===== src/hw/rtl/frm_pkg.sv =====
// frm_pkg: shared types, widths and codes of the frame rate meter
package frm_pkg;

    // ring of uniqueness flags
    localparam int MAX_WINDOW = 256;
    localparam int POS_W      = $clog2(MAX_WINDOW);
    localparam int LEN_W      = 8;
    localparam int SUM_W      = LEN_W + 1;

    // register widths
    localparam int FPS_W      = 16;
    localparam int PERIOD_W   = 30;
    localparam int CFG_IDX_W  = 2;
    localparam int CFG_DATA_W = PERIOD_W;

    // counters and results
    localparam int COUNT_W    = 32;
    localparam int DEN_W      = COUNT_W + 1;
    localparam int PROD_W     = COUNT_W + FPS_W;
    localparam int NUM_W      = PROD_W + 1;
    localparam int ELAPSED_W  = 63;
    localparam int FT_W       = PERIOD_W + LEN_W;

    // serial multiplier and divider steps
    localparam int STEPS      = 16;
    localparam int STEP_W     = $clog2(STEPS);

    // register reset values
    localparam logic [LEN_W-1:0]    WINDOW_LEN_RST = 8'd60;
    localparam logic [FPS_W-1:0]    FPS_RST        = 16'd15360;
    localparam logic [PERIOD_W-1:0] PERIOD_RST     = 30'd16666667;

    // register indexes
    typedef enum logic [CFG_IDX_W-1:0] {
        REG_WINDOW_LEN  = 2'd0,
        REG_RECORDED_FPS = 2'd1,
        REG_FRAME_PERIOD = 2'd2
    } frm_reg_t;

    // sequencer states
    typedef enum logic [2:0] {
        ST_IDLE,
        ST_READ,
        ST_MUL,
        ST_PREP,
        ST_DIV,
        ST_DONE
    } frm_state_t;

endpackage


===== src/hw/rtl/frm_if.sv =====
// frm_if: item channels of the frame rate meter (frame flags in, results out)
interface frm_in_if;
    logic valid;
    logic ready;
    logic frame_unique;

    modport source (output valid, output frame_unique, input ready);
    modport sink   (input valid, input frame_unique, output ready);
endinterface

interface frm_out_if;
    logic                                valid;
    logic                                ready;
    logic [frm_pkg::ELAPSED_W-1:0]       elapsed_ns;
    logic [frm_pkg::FPS_W-1:0]           average_fps_q8;
    logic [frm_pkg::FPS_W-1:0]           window_fps_q8;
    logic [frm_pkg::FT_W-1:0]            frametime_ns;
    logic                                is_unique;

    modport source (output valid, output elapsed_ns, output average_fps_q8,
                    output window_fps_q8, output frametime_ns, output is_unique,
                    input ready);
    modport sink   (input valid, input elapsed_ns, input average_fps_q8,
                    input window_fps_q8, input frametime_ns, input is_unique,
                    output ready);
endinterface


===== src/hw/rtl/frame_rate_meter.sv =====
// frame_rate_meter: per-frame elapsed time, average fps, windowed fps and frametime
//
//   channel  | dir | payload                                         | accepted when
//   ---------+-----+-------------------------------------------------+-------------------
//   frame    | in  | frame_unique                                    | valid & ready
//   result   | out | elapsed_ns, average_fps_q8, window_fps_q8,      | valid & ready
//            |     | frametime_ns, is_unique                         |
//   cfg      | in  | cfg_index, cfg_data                             | cfg_we
//
// an item with a result goes from acceptance to the output register through
// one ring read, 16 steps of the shift-add multipliers, a set-up step,
// 16 steps of the restoring dividers and a load step;
// the reference item after reset frees the input once its ring read is done;
// the next item is accepted the cycle after the result is loaded; a result
// waiting in the output register only blocks once the next one is finished
// reset is asynchronous, active low; the flag ring has a valid bit per entry,
// so neither reset nor a window length write needs a clearing pass
module frame_rate_meter (
    input  logic                            clk,
    input  logic                            rst_n,
    frm_in_if.sink                          frame,
    frm_out_if.source                       result,
    input  logic                            cfg_we,
    input  logic [frm_pkg::CFG_IDX_W-1:0]   cfg_index,
    input  logic [frm_pkg::CFG_DATA_W-1:0]  cfg_data
);

    // configuration registers
    logic [frm_pkg::LEN_W-1:0]      win_len_reg;
    logic [frm_pkg::FPS_W-1:0]      fps_reg;
    logic [frm_pkg::PERIOD_W-1:0]   period_reg;

    // measurement state
    frm_pkg::frm_state_t            state_reg, state_next;
    logic                           primed_reg;
    logic [frm_pkg::SUM_W-1:0]      ring_sum_reg;
    logic [frm_pkg::POS_W-1:0]      ring_pos_reg;
    logic [frm_pkg::LEN_W-1:0]      dupe_run_reg;
    logic [frm_pkg::COUNT_W-1:0]    unique_total_reg;
    logic [frm_pkg::COUNT_W-1:0]    frames_seen_reg;
    logic [frm_pkg::ELAPSED_W-1:0]  time_acc_reg;
    logic [frm_pkg::MAX_WINDOW-1:0] ring_valid_reg;
    logic [frm_pkg::STEP_W-1:0]     step_cnt_reg;
    logic                           out_valid_reg;

    // flag ring memory
    logic                           ring_mem [frm_pkg::MAX_WINDOW];
    logic                           rd_bit_reg;

    // item datapath
    logic                           unique_reg;
    logic                           k_lt_len_reg;
    logic [frm_pkg::DEN_W-1:0]      den_a_reg;
    logic [frm_pkg::DEN_W-1:0]      den_w_reg;
    logic [frm_pkg::PROD_W-1:0]     mul_a_reg;
    logic [frm_pkg::FPS_W-1:0]      mul_b_reg;
    logic [frm_pkg::PROD_W-1:0]     acc_a_reg;
    logic [frm_pkg::FT_W-1:0]       ft_a_reg;
    logic [frm_pkg::LEN_W-1:0]      ft_b_reg;
    logic [frm_pkg::FT_W-1:0]       ft_acc_reg;
    logic [frm_pkg::DEN_W-1:0]      rem_a_reg;
    logic [frm_pkg::DEN_W-1:0]      rem_w_reg;
    logic [frm_pkg::FPS_W-1:0]      low_a_reg;
    logic [frm_pkg::FPS_W-1:0]      low_w_reg;
    logic [frm_pkg::FPS_W-1:0]      q_a_reg;
    logic [frm_pkg::FPS_W-1:0]      q_w_reg;
    logic                           sat_a_reg;
    logic                           sat_w_reg;

    // output register
    logic [frm_pkg::ELAPSED_W-1:0]  elapsed_reg;
    logic [frm_pkg::FPS_W-1:0]      avg_fps_reg;
    logic [frm_pkg::FPS_W-1:0]      win_fps_reg;
    logic [frm_pkg::FT_W-1:0]       frametime_reg;
    logic                           is_unique_reg;

    // combinational signals
    logic                           frame_ready;
    logic                           accept;
    logic                           load_out;
    logic                           step_last;
    logic [frm_pkg::LEN_W-1:0]      eff_len;
    logic [frm_pkg::POS_W-1:0]      pos_eff;
    logic [frm_pkg::POS_W-1:0]      pos_plus;
    logic [frm_pkg::POS_W-1:0]      pos_next;
    logic                           wr_bit;
    logic                           old_bit;
    logic [frm_pkg::SUM_W-1:0]      sum_next;
    logic [frm_pkg::ELAPSED_W:0]    time_sum;
    logic [frm_pkg::ELAPSED_W-1:0]  time_next;
    logic [frm_pkg::COUNT_W-1:0]    unique_next;
    logic [frm_pkg::COUNT_W-1:0]    frames_next;
    logic [frm_pkg::LEN_W-1:0]      len_m1;
    logic [frm_pkg::LEN_W-1:0]      run;
    logic [frm_pkg::LEN_W-1:0]      run_plus;
    logic [frm_pkg::NUM_W-1:0]      num_a;
    logic [frm_pkg::NUM_W-1:0]      num_w;
    logic [frm_pkg::FT_W-frm_pkg::PERIOD_W+frm_pkg::SUM_W-1:0] win_prod;
    logic [frm_pkg::FT_W-frm_pkg::PERIOD_W+frm_pkg::SUM_W-1:0] win_base;
    logic [frm_pkg::DEN_W-1:0]      den_w;
    logic [frm_pkg::DEN_W:0]        r2_a;
    logic [frm_pkg::DEN_W:0]        r2_w;
    logic [frm_pkg::DEN_W:0]        diff_a;
    logic [frm_pkg::DEN_W:0]        diff_w;
    logic                           ge_a;
    logic                           ge_w;

    // window length as used: zero acts as one
    assign eff_len   = (win_len_reg == '0) ? frm_pkg::LEN_W'(1) : win_len_reg;
    assign len_m1    = eff_len - frm_pkg::LEN_W'(1);
    assign pos_eff   = (ring_pos_reg >= eff_len) ? '0 : ring_pos_reg;
    assign pos_plus  = ring_pos_reg + frm_pkg::POS_W'(1);
    assign pos_next  = (pos_plus == eff_len) ? '0 : pos_plus;
    assign step_last = (step_cnt_reg == frm_pkg::STEP_W'(frm_pkg::STEPS - 1));

    // ring update for the item in the read cycle
    assign wr_bit    = primed_reg ? unique_reg : 1'b1;
    assign old_bit   = ring_valid_reg[ring_pos_reg] & rd_bit_reg;
    assign sum_next  = ring_sum_reg - frm_pkg::SUM_W'(old_bit) + frm_pkg::SUM_W'(wr_bit);

    // saturating time and counters
    assign time_sum  = {1'b0, time_acc_reg} + (frm_pkg::ELAPSED_W+1)'(period_reg);
    assign time_next = time_sum[frm_pkg::ELAPSED_W] ? '1 : time_sum[frm_pkg::ELAPSED_W-1:0];
    assign unique_next = (unique_reg && unique_total_reg != '1)
                       ? unique_total_reg + frm_pkg::COUNT_W'(1) : unique_total_reg;
    assign frames_next = (frames_seen_reg != '1)
                       ? frames_seen_reg + frm_pkg::COUNT_W'(1) : frames_seen_reg;

    // duplicate run clamped to the window
    assign run      = (dupe_run_reg > len_m1) ? len_m1 : dupe_run_reg;
    assign run_plus = run + frm_pkg::LEN_W'(1);

    // divider set-up: rounding offset of half the divisor
    assign num_a    = {1'b0, acc_a_reg} + frm_pkg::NUM_W'(den_a_reg[frm_pkg::DEN_W-1:1]);
    assign win_prod = {frm_pkg::LEN_W'(0), ring_sum_reg} * {frm_pkg::SUM_W'(0), eff_len};
    assign win_base = k_lt_len_reg ? win_prod : $bits(win_base)'(ring_sum_reg);
    assign den_w    = k_lt_len_reg ? den_a_reg : frm_pkg::DEN_W'(1);
    assign num_w    = frm_pkg::NUM_W'({win_base, 8'd0})
                    + frm_pkg::NUM_W'(den_w[frm_pkg::DEN_W-1:1]);

    // one restoring division step per divider
    assign r2_a   = {rem_a_reg, low_a_reg[frm_pkg::FPS_W-1]};
    assign r2_w   = {rem_w_reg, low_w_reg[frm_pkg::FPS_W-1]};
    assign ge_a   = (r2_a >= {1'b0, den_a_reg});
    assign ge_w   = (r2_w >= {1'b0, den_w_reg});
    assign diff_a = r2_a - {1'b0, den_a_reg};
    assign diff_w = r2_w - {1'b0, den_w_reg};

    // sequencer state register
    always_ff @(posedge clk or negedge rst_n)
    begin
        if (!rst_n)
        begin
            state_reg <= frm_pkg::ST_IDLE;
        end
        else
        begin
            state_reg <= state_next;
        end
    end

    // sequencer next state and handshake
    always_comb
    begin
        state_next  = state_reg;
        frame_ready = 1'b0;
        load_out    = 1'b0;
        unique case (state_reg)
            frm_pkg::ST_IDLE:
            begin
                frame_ready = 1'b1;
                if (frame.valid)
                begin
                    state_next = frm_pkg::ST_READ;
                end
            end
            frm_pkg::ST_READ:
            begin
                state_next = primed_reg ? frm_pkg::ST_MUL : frm_pkg::ST_IDLE;
            end
            frm_pkg::ST_MUL:
            begin
                if (step_last)
                begin
                    state_next = frm_pkg::ST_PREP;
                end
            end
            frm_pkg::ST_PREP:
            begin
                state_next = frm_pkg::ST_DIV;
            end
            frm_pkg::ST_DIV:
            begin
                if (step_last)
                begin
                    state_next = frm_pkg::ST_DONE;
                end
            end
            frm_pkg::ST_DONE:
            begin
                if (!out_valid_reg || result.ready)
                begin
                    load_out   = 1'b1;
                    state_next = frm_pkg::ST_IDLE;
                end
            end
            default:
            begin
                state_next = frm_pkg::ST_IDLE;
            end
        endcase
    end

    assign frame.ready = frame_ready;
    assign accept      = frame.valid && frame_ready;

    // configuration registers
    always_ff @(posedge clk or negedge rst_n)
    begin
        if (!rst_n)
        begin
            win_len_reg <= frm_pkg::WINDOW_LEN_RST;
            fps_reg     <= frm_pkg::FPS_RST;
            period_reg  <= frm_pkg::PERIOD_RST;
        end
        else if (cfg_we)
        begin
            unique case (cfg_index)
                frm_pkg::REG_WINDOW_LEN:   win_len_reg <= cfg_data[frm_pkg::LEN_W-1:0];
                frm_pkg::REG_RECORDED_FPS: fps_reg     <= cfg_data[frm_pkg::FPS_W-1:0];
                frm_pkg::REG_FRAME_PERIOD: period_reg  <= cfg_data[frm_pkg::PERIOD_W-1:0];
                default:                   ;
            endcase
        end
    end

    // ring memory: read on acceptance, write in the read cycle
    always_ff @(posedge clk)
    begin
        if (accept)
        begin
            rd_bit_reg <= ring_mem[pos_eff];
        end
        if (state_reg == frm_pkg::ST_READ)
        begin
            ring_mem[ring_pos_reg] <= wr_bit;
        end
    end

    // ring valid bits, sum and position; window length write clears them
    always_ff @(posedge clk or negedge rst_n)
    begin
        if (!rst_n)
        begin
            ring_valid_reg <= '0;
            ring_sum_reg   <= '0;
            ring_pos_reg   <= '0;
        end
        else if (cfg_we && cfg_index == frm_pkg::REG_WINDOW_LEN)
        begin
            ring_valid_reg <= '0;
            ring_sum_reg   <= '0;
            ring_pos_reg   <= '0;
        end
        else if (accept)
        begin
            ring_pos_reg <= pos_eff;
        end
        else if (state_reg == frm_pkg::ST_READ)
        begin
            ring_valid_reg[ring_pos_reg] <= 1'b1;
            ring_sum_reg                 <= sum_next;
            ring_pos_reg                 <= pos_next;
        end
    end

    // counters, run length, time and step counter
    always_ff @(posedge clk or negedge rst_n)
    begin
        if (!rst_n)
        begin
            primed_reg       <= 1'b0;
            dupe_run_reg     <= '0;
            unique_total_reg <= '0;
            frames_seen_reg  <= '0;
            time_acc_reg     <= '0;
            step_cnt_reg     <= '0;
        end
        else
        begin
            if (state_reg == frm_pkg::ST_READ)
            begin
                time_acc_reg <= time_next;
                step_cnt_reg <= '0;
                if (!primed_reg)
                begin
                    primed_reg       <= 1'b1;
                    unique_total_reg <= frm_pkg::COUNT_W'(1);
                    frames_seen_reg  <= frm_pkg::COUNT_W'(1);
                    dupe_run_reg     <= '0;
                end
                else
                begin
                    unique_total_reg <= unique_next;
                    frames_seen_reg  <= frames_next;
                    if (unique_reg)
                    begin
                        dupe_run_reg <= '0;
                    end
                    else
                    begin
                        dupe_run_reg <= (run_plus > len_m1) ? len_m1 : run_plus;
                    end
                end
            end
            else if (state_reg == frm_pkg::ST_PREP)
            begin
                step_cnt_reg <= '0;
            end
            else if (state_reg == frm_pkg::ST_MUL || state_reg == frm_pkg::ST_DIV)
            begin
                step_cnt_reg <= step_cnt_reg + frm_pkg::STEP_W'(1);
            end
        end
    end

    // item datapath: shift-add multipliers and restoring dividers
    always_ff @(posedge clk)
    begin
        if (accept)
        begin
            unique_reg <= frame.frame_unique;
        end
        unique case (state_reg)
            frm_pkg::ST_READ:
            begin
                den_a_reg    <= {1'b0, frames_seen_reg} + frm_pkg::DEN_W'(1);
                k_lt_len_reg <= (frames_seen_reg < frm_pkg::COUNT_W'(eff_len));
                mul_a_reg    <= frm_pkg::PROD_W'(unique_next);
                mul_b_reg    <= fps_reg;
                acc_a_reg    <= '0;
                ft_a_reg     <= frm_pkg::FT_W'(period_reg);
                ft_b_reg     <= unique_reg ? run_plus : '0;
                ft_acc_reg   <= '0;
            end
            frm_pkg::ST_MUL:
            begin
                if (mul_b_reg[0])
                begin
                    acc_a_reg <= acc_a_reg + mul_a_reg;
                end
                if (ft_b_reg[0])
                begin
                    ft_acc_reg <= ft_acc_reg + ft_a_reg;
                end
                mul_a_reg <= mul_a_reg << 1;
                mul_b_reg <= mul_b_reg >> 1;
                ft_a_reg  <= ft_a_reg << 1;
                ft_b_reg  <= ft_b_reg >> 1;
            end
            frm_pkg::ST_PREP:
            begin
                rem_a_reg <= num_a[frm_pkg::NUM_W-1:frm_pkg::FPS_W];
                low_a_reg <= num_a[frm_pkg::FPS_W-1:0];
                sat_a_reg <= (num_a[frm_pkg::NUM_W-1:frm_pkg::FPS_W] >= den_a_reg);
                rem_w_reg <= num_w[frm_pkg::NUM_W-1:frm_pkg::FPS_W];
                low_w_reg <= num_w[frm_pkg::FPS_W-1:0];
                sat_w_reg <= (num_w[frm_pkg::NUM_W-1:frm_pkg::FPS_W] >= den_w);
                den_w_reg <= den_w;
            end
            frm_pkg::ST_DIV:
            begin
                rem_a_reg <= ge_a ? diff_a[frm_pkg::DEN_W-1:0] : r2_a[frm_pkg::DEN_W-1:0];
                rem_w_reg <= ge_w ? diff_w[frm_pkg::DEN_W-1:0] : r2_w[frm_pkg::DEN_W-1:0];
                low_a_reg <= low_a_reg << 1;
                low_w_reg <= low_w_reg << 1;
                q_a_reg   <= {q_a_reg[frm_pkg::FPS_W-2:0], ge_a};
                q_w_reg   <= {q_w_reg[frm_pkg::FPS_W-2:0], ge_w};
            end
            default:
            begin
            end
        endcase
    end

    // output register payload
    always_ff @(posedge clk)
    begin
        if (load_out)
        begin
            elapsed_reg   <= time_acc_reg;
            avg_fps_reg   <= sat_a_reg ? '1 : q_a_reg;
            win_fps_reg   <= sat_w_reg ? '1 : q_w_reg;
            frametime_reg <= ft_acc_reg;
            is_unique_reg <= unique_reg;
        end
    end

    // output register valid
    always_ff @(posedge clk or negedge rst_n)
    begin
        if (!rst_n)
        begin
            out_valid_reg <= 1'b0;
        end
        else if (load_out)
        begin
            out_valid_reg <= 1'b1;
        end
        else if (result.ready)
        begin
            out_valid_reg <= 1'b0;
        end
    end

    assign result.valid          = out_valid_reg;
    assign result.elapsed_ns     = elapsed_reg;
    assign result.average_fps_q8 = avg_fps_reg;
    assign result.window_fps_q8  = win_fps_reg;
    assign result.frametime_ns   = frametime_reg;
    assign result.is_unique      = is_unique_reg;

`ifndef ASSERT_OFF
    // a result only appears after a finished division
    a_result_from_done: assert property (@(posedge clk) disable iff (!rst_n)
        $rose(out_valid_reg) |-> $past(state_reg == frm_pkg::ST_DONE))
        else $error("result raised without a finished item");

    // reference frame and frame count go together
    a_primed_count: assert property (@(posedge clk) disable iff (!rst_n)
        primed_reg == (frames_seen_reg != '0))
        else $error("primed flag and frame count disagree");

    // the window sum never exceeds the window length
    a_sum_in_window: assert property (@(posedge clk) disable iff (!rst_n)
        ring_sum_reg <= frm_pkg::SUM_W'(eff_len))
        else $error("ring sum above window length");

    // partial remainders stay below the divisor
    a_rem_avg: assert property (@(posedge clk) disable iff (!rst_n)
        (state_reg == frm_pkg::ST_DIV && !sat_a_reg) |-> rem_a_reg < den_a_reg)
        else $error("average divider remainder out of range");

    a_rem_win: assert property (@(posedge clk) disable iff (!rst_n)
        (state_reg == frm_pkg::ST_DIV && !sat_w_reg) |-> rem_w_reg < den_w_reg)
        else $error("window divider remainder out of range");
`endif

endmodule


===== src/flat_wrapper.sv =====
// flat-port wrapper written by rule: the top's interface ports become plain ports
module frame_rate_meter_flat 
  (clk, rst_n, cfg_we, cfg_index, cfg_data, frame_valid, frame_frame_unique, frame_ready, result_valid, result_elapsed_ns, result_average_fps_q8, result_window_fps_q8, result_frametime_ns, result_is_unique, result_ready);
  frm_in_if frame_i ();
  frm_out_if result_i ();
  input  logic clk;
  input  logic rst_n;
  input  logic cfg_we;
  input  logic [frm_pkg::CFG_IDX_W-1:0] cfg_index;
  input  logic [frm_pkg::CFG_DATA_W-1:0] cfg_data;
  input wire logic [$bits(frame_i.valid)-1:0] frame_valid;
  input wire logic [$bits(frame_i.frame_unique)-1:0] frame_frame_unique;
  output wire logic [$bits(frame_i.ready)-1:0] frame_ready;
  output wire logic [$bits(result_i.valid)-1:0] result_valid;
  output wire logic [$bits(result_i.elapsed_ns)-1:0] result_elapsed_ns;
  output wire logic [$bits(result_i.average_fps_q8)-1:0] result_average_fps_q8;
  output wire logic [$bits(result_i.window_fps_q8)-1:0] result_window_fps_q8;
  output wire logic [$bits(result_i.frametime_ns)-1:0] result_frametime_ns;
  output wire logic [$bits(result_i.is_unique)-1:0] result_is_unique;
  input wire logic [$bits(result_i.ready)-1:0] result_ready;
  assign frame_i.valid = frame_valid;
  assign frame_i.frame_unique = frame_frame_unique;
  assign frame_ready = frame_i.ready;
  assign result_valid = result_i.valid;
  assign result_elapsed_ns = result_i.elapsed_ns;
  assign result_average_fps_q8 = result_i.average_fps_q8;
  assign result_window_fps_q8 = result_i.window_fps_q8;
  assign result_frametime_ns = result_i.frametime_ns;
  assign result_is_unique = result_i.is_unique;
  assign result_i.ready = result_ready;
  frame_rate_meter u_core (.clk(clk), .rst_n(rst_n), .frame(frame_i), .result(result_i), .cfg_we(cfg_we), .cfg_index(cfg_index), .cfg_data(cfg_data));
endmodule

===== config.mk =====
export PLATFORM = sky130hd
export DESIGN_NAME = frame_rate_meter_flat
export DESIGN_NICKNAME = d
export VERILOG_FILES = /design/src/hw/rtl/frm_pkg.sv /design/src/hw/rtl/frm_if.sv /design/src/hw/rtl/frame_rate_meter.sv /design/src/flat_wrapper.sv
export SDC_FILE = /design/constraint.sdc
export NUM_CORES = 2
export LEC_CHECK = 0
export BUFFER_PORTS_ARGS = -buffer_cell sky130_fd_sc_hd__buf_2
export CORE_MARGIN = 2
export CORE_UTILIZATION = 45
export CTS_CLUSTER_DIAMETER = 200
export DETAILED_ROUTE_END_ITERATION = 12
export PLACE_DENSITY = 0.67
export SLEW_MARGIN = 0
export SYNTH_ARGS = -nofsm -noshare
export SYNTH_HDL_FRONTEND = slang
export SYNTH_SLANG_ARGS = --single-unit

===== constraint.sdc =====
create_clock -name clk -period 9.59 [get_ports clk]
set_clock_uncertainty 0.15 [all_clocks]
set_input_delay 1.4385 -clock clk [delete_from_list [all_inputs] [get_ports clk]]
set_output_delay 1.4385 -clock clk [all_outputs]
set_load 0.005 [all_outputs]

==> summary.txt <==
Status
  • Outcome: finished, final reports clean

Global routing
  • Overall Global Routing Usage: 0.239
  • M3 GR Usage: 0.0422
  • Global route overflow: 0
  • Global-route wire length before repair: approximately 290 mm
  • Grt met2 use: 0.396
  • Largest net degree at the start of global routing: 94
  • Met1 usage: 0.310
  • GRT Max-Usage Layer: met2
  • Number of global-route vias before repair: 49895
  • Initial antenna violation count: 10

Timing
  • Setup violations, final: 0
  • Final Max Slew Viols: 0
  • Worst hold margin: slightly below 300 ps
  • Period minus WS final: around 8700 ps
  • Final Hold Fails: 0
  • Setup TNS Final: 0 ps
  • Peak Freq: approximately 110 MHz
  • RSZ-0062 raised after global routing: false
  • Worst-Margin Slew: ~1300 ps
  • Worst rel slew slack: 0.114
  • Final WS setup: roughly 860 ps
  • Tcrit/Tclk final: 0.910

Synthesis
  • Post-synth EDFFs: about 790
  • Seq/Total Area, Yosys: 0.512
  • Ys Warns: 0
  • Main synth FF type: edfxtp_1
  • Synth area leader: edfxtp_1
  • Gate Count Post-Synth: 6568
  • Post-Synthesis Cell Area: 69300 µm²
  • Avg Inst Size Synth: approximately 11 µm²
  • Yosys cell types: slightly above 90
  • Synth top area share: 0.341
  • #FFs+latches synth: roughly 1300
  • Synth area leaders: edfxtp_1, dfrtp_1, ha_1, nor2_1, nand2_1
  • FFs w/ async S/R, synth: 0.374
  • Mapped Nets: about 7000

Die
  • Row cnt: 143
  • Die Y: approximately 400 µm
  • Chip width: 396 µm
  • Initial Util: 0.454
  • Die area: 157000 µm²
  • CORE AREA: ~150000 µm²
  • I/O pins: around 170

Placement
  • Minimum setup slack after placement: about 840 ps
  • HPWL after DPL: ~130 mm
  • Buffers on Ports: around 170
  • Placed cell area: slightly above 70000 µm²
  • GP Congestion: 0.925

Setup path
  • CP required: around 10000 ps
  • Crit path buf inv count: 3
  • CP endpoint kind: flop
  • CP max stage delay: roughly 540 ps
  • Crit-path slowest cell: a2111oi_0
  • Nature of the critical path startpoint: flop
  • Crit-path most repeated cell: a21oi_1
  • Worst EP arrival: between 9000 and 10000 ps
  • Kind of critical path: flop to flop
  • Worst-path maximum fanout: 14
  • CP top delay family: compound AO/OA/AOI/OAI gates

Clock network
  • CTS max path bufs: 3
  • H-tree depth: 4
  • Clk Tree Root Cell: clkbuf_16
  • Num CTS Buffers: between 100 and 150
  • Post-CTS Setup Inserts: 0
  • Clk pin slew, worst setup/hold paths: 60 ps
  • CTS tree: done
  • Clock Sinks: between 1000 and 1500
  • Worst-skew pair later-pin latency: 780 ps

Power and ir drop
  • PwrDens: about 340 nW/µm²
  • Static Leak: 31.9 nW
  • VDD IR max: 0.000214 V

Detailed routing
  • WL final: 191 mm
  • Vias: just over 50000
  • DRC errors left: 0
  • Vias per cell: 5.80
  • Initial drt markers: approximately 4400
  • Detail Route Antenna Nets: 0
  • TritonRoute pass-1 iters: 6
  • Drt wl/cell: about 22 µm

Layout
  • Post-layout net count: approximately 7000
  • Area delta synth->final: 10.9%
  • Final core occ: 0.504
  • Share of cells above drive strength 1: 0.115
  • Commonest non-fill, non-tap cell in the layout: nor2_1
  • Most frequent cells in the layout: nor2_1, edfxtp_1, nand2_1
  • Post-route cell area: roughly 77000 µm²

Worst hold path
  • Path category of the worst min-delay check: flop to flop

Job
  • Max Cap Violations: 0
[final timing paths]
kind / end / depth (start not counted) / slack [ps] / startpoint
worst max-delay path: u_core.sat_w_reg / 33 / 860 / u_core.win_len_reg[3]
worst min-delay path: u_core.q_a_reg[9] / 0 / 290 / u_core.q_a_reg[8]
worst max register to register: u_core.sat_w_reg / 33 / 860 / u_core.win_len_reg[3]
worst min register to register: u_core.q_a_reg[9] / 0 / 290 / u_core.q_a_reg[8]
max in group asynchronous: u_core.time_acc_reg[59] / 3 / 6450 / rst_n
min in group asynchronous: u_core.ring_valid_reg[139] / 1 / 540 / rst_n
[Yosys cell counts (46+ instances only)]
master    instances
a21o_1          149
a21oi_1         286
a31oi_1          68
and2_1           56
and3_1          109
clkbuf_1        234
dfrtp_1         450
edfxtp_1        787
fa_1             50
ha_1            365
inv_1           256
mux2_2          111
mux2i_1         102
mux4_2           97
nand2_1         605
nand2b_1         55
nand3_1         156
nand4_1          69
nor2_1         1173
nor3_1           94
o21a_1           64
o21ai_0         278
or2_2            46
xnor2_1         204
xor2_1          112
[kinds of logic after synthesis]
kind of cell / synth area share
simple gates: 0.160
buf+inv: 0.0310
mux: 0.0643
compound gates: 0.113
fa+ha+maj: 0.0804
flops: 0.512
xor+xnor: 0.0399
[layer usage]
metal | wire length (µm) | vias up | share of wire
met4 | 8450 | 10 | 0.044
li1 | - | 23754 | -
met5 | 57 | - | 0.00030
met2 | 91300 | 1780 | 0.48
met3 | 12500 | 443 | 0.065
met1 | 78900 | 25173 | 0.41
[final cells by class]
class	count	area, µm²
clock inverter	64	653
multi-input combinational	4749	31800
sequential	1258	35500
clock buffer	195	3920
antenna	2	5.00
tap	2030	2540
timing repair buffer	248	1450
inverter	272	1030
fill	13621	75600
[what timing repair did]
item                       CTS  global route
hold buffers                 0             0
setup endpoints to repair    0             1
gates resized for setup      0             1
[stage by stage]
| stage | cells | power (W) |
|---|---|---|
| floorplan | 6568 | 0.0174 |
| global placement | 8557 | 0.0205 |
| detailed placement | 8557 | 0.0208 |
| CTS | 8816 | 0.0262 |
| global route | 8818 | 0.0280 |
| finish | 8818 | 0.0263 |
[where the power goes]
part	switching (W)	total (W)	leakage (nW)	internal (W)
Sequential	0.000896	0.00827	13.5	0.00738
Clock	0.00231	0.00541	2.24	0.00310
Combinational	0.00761	0.0126	16.1	0.00497
Power figures use the tool's default switching activity.
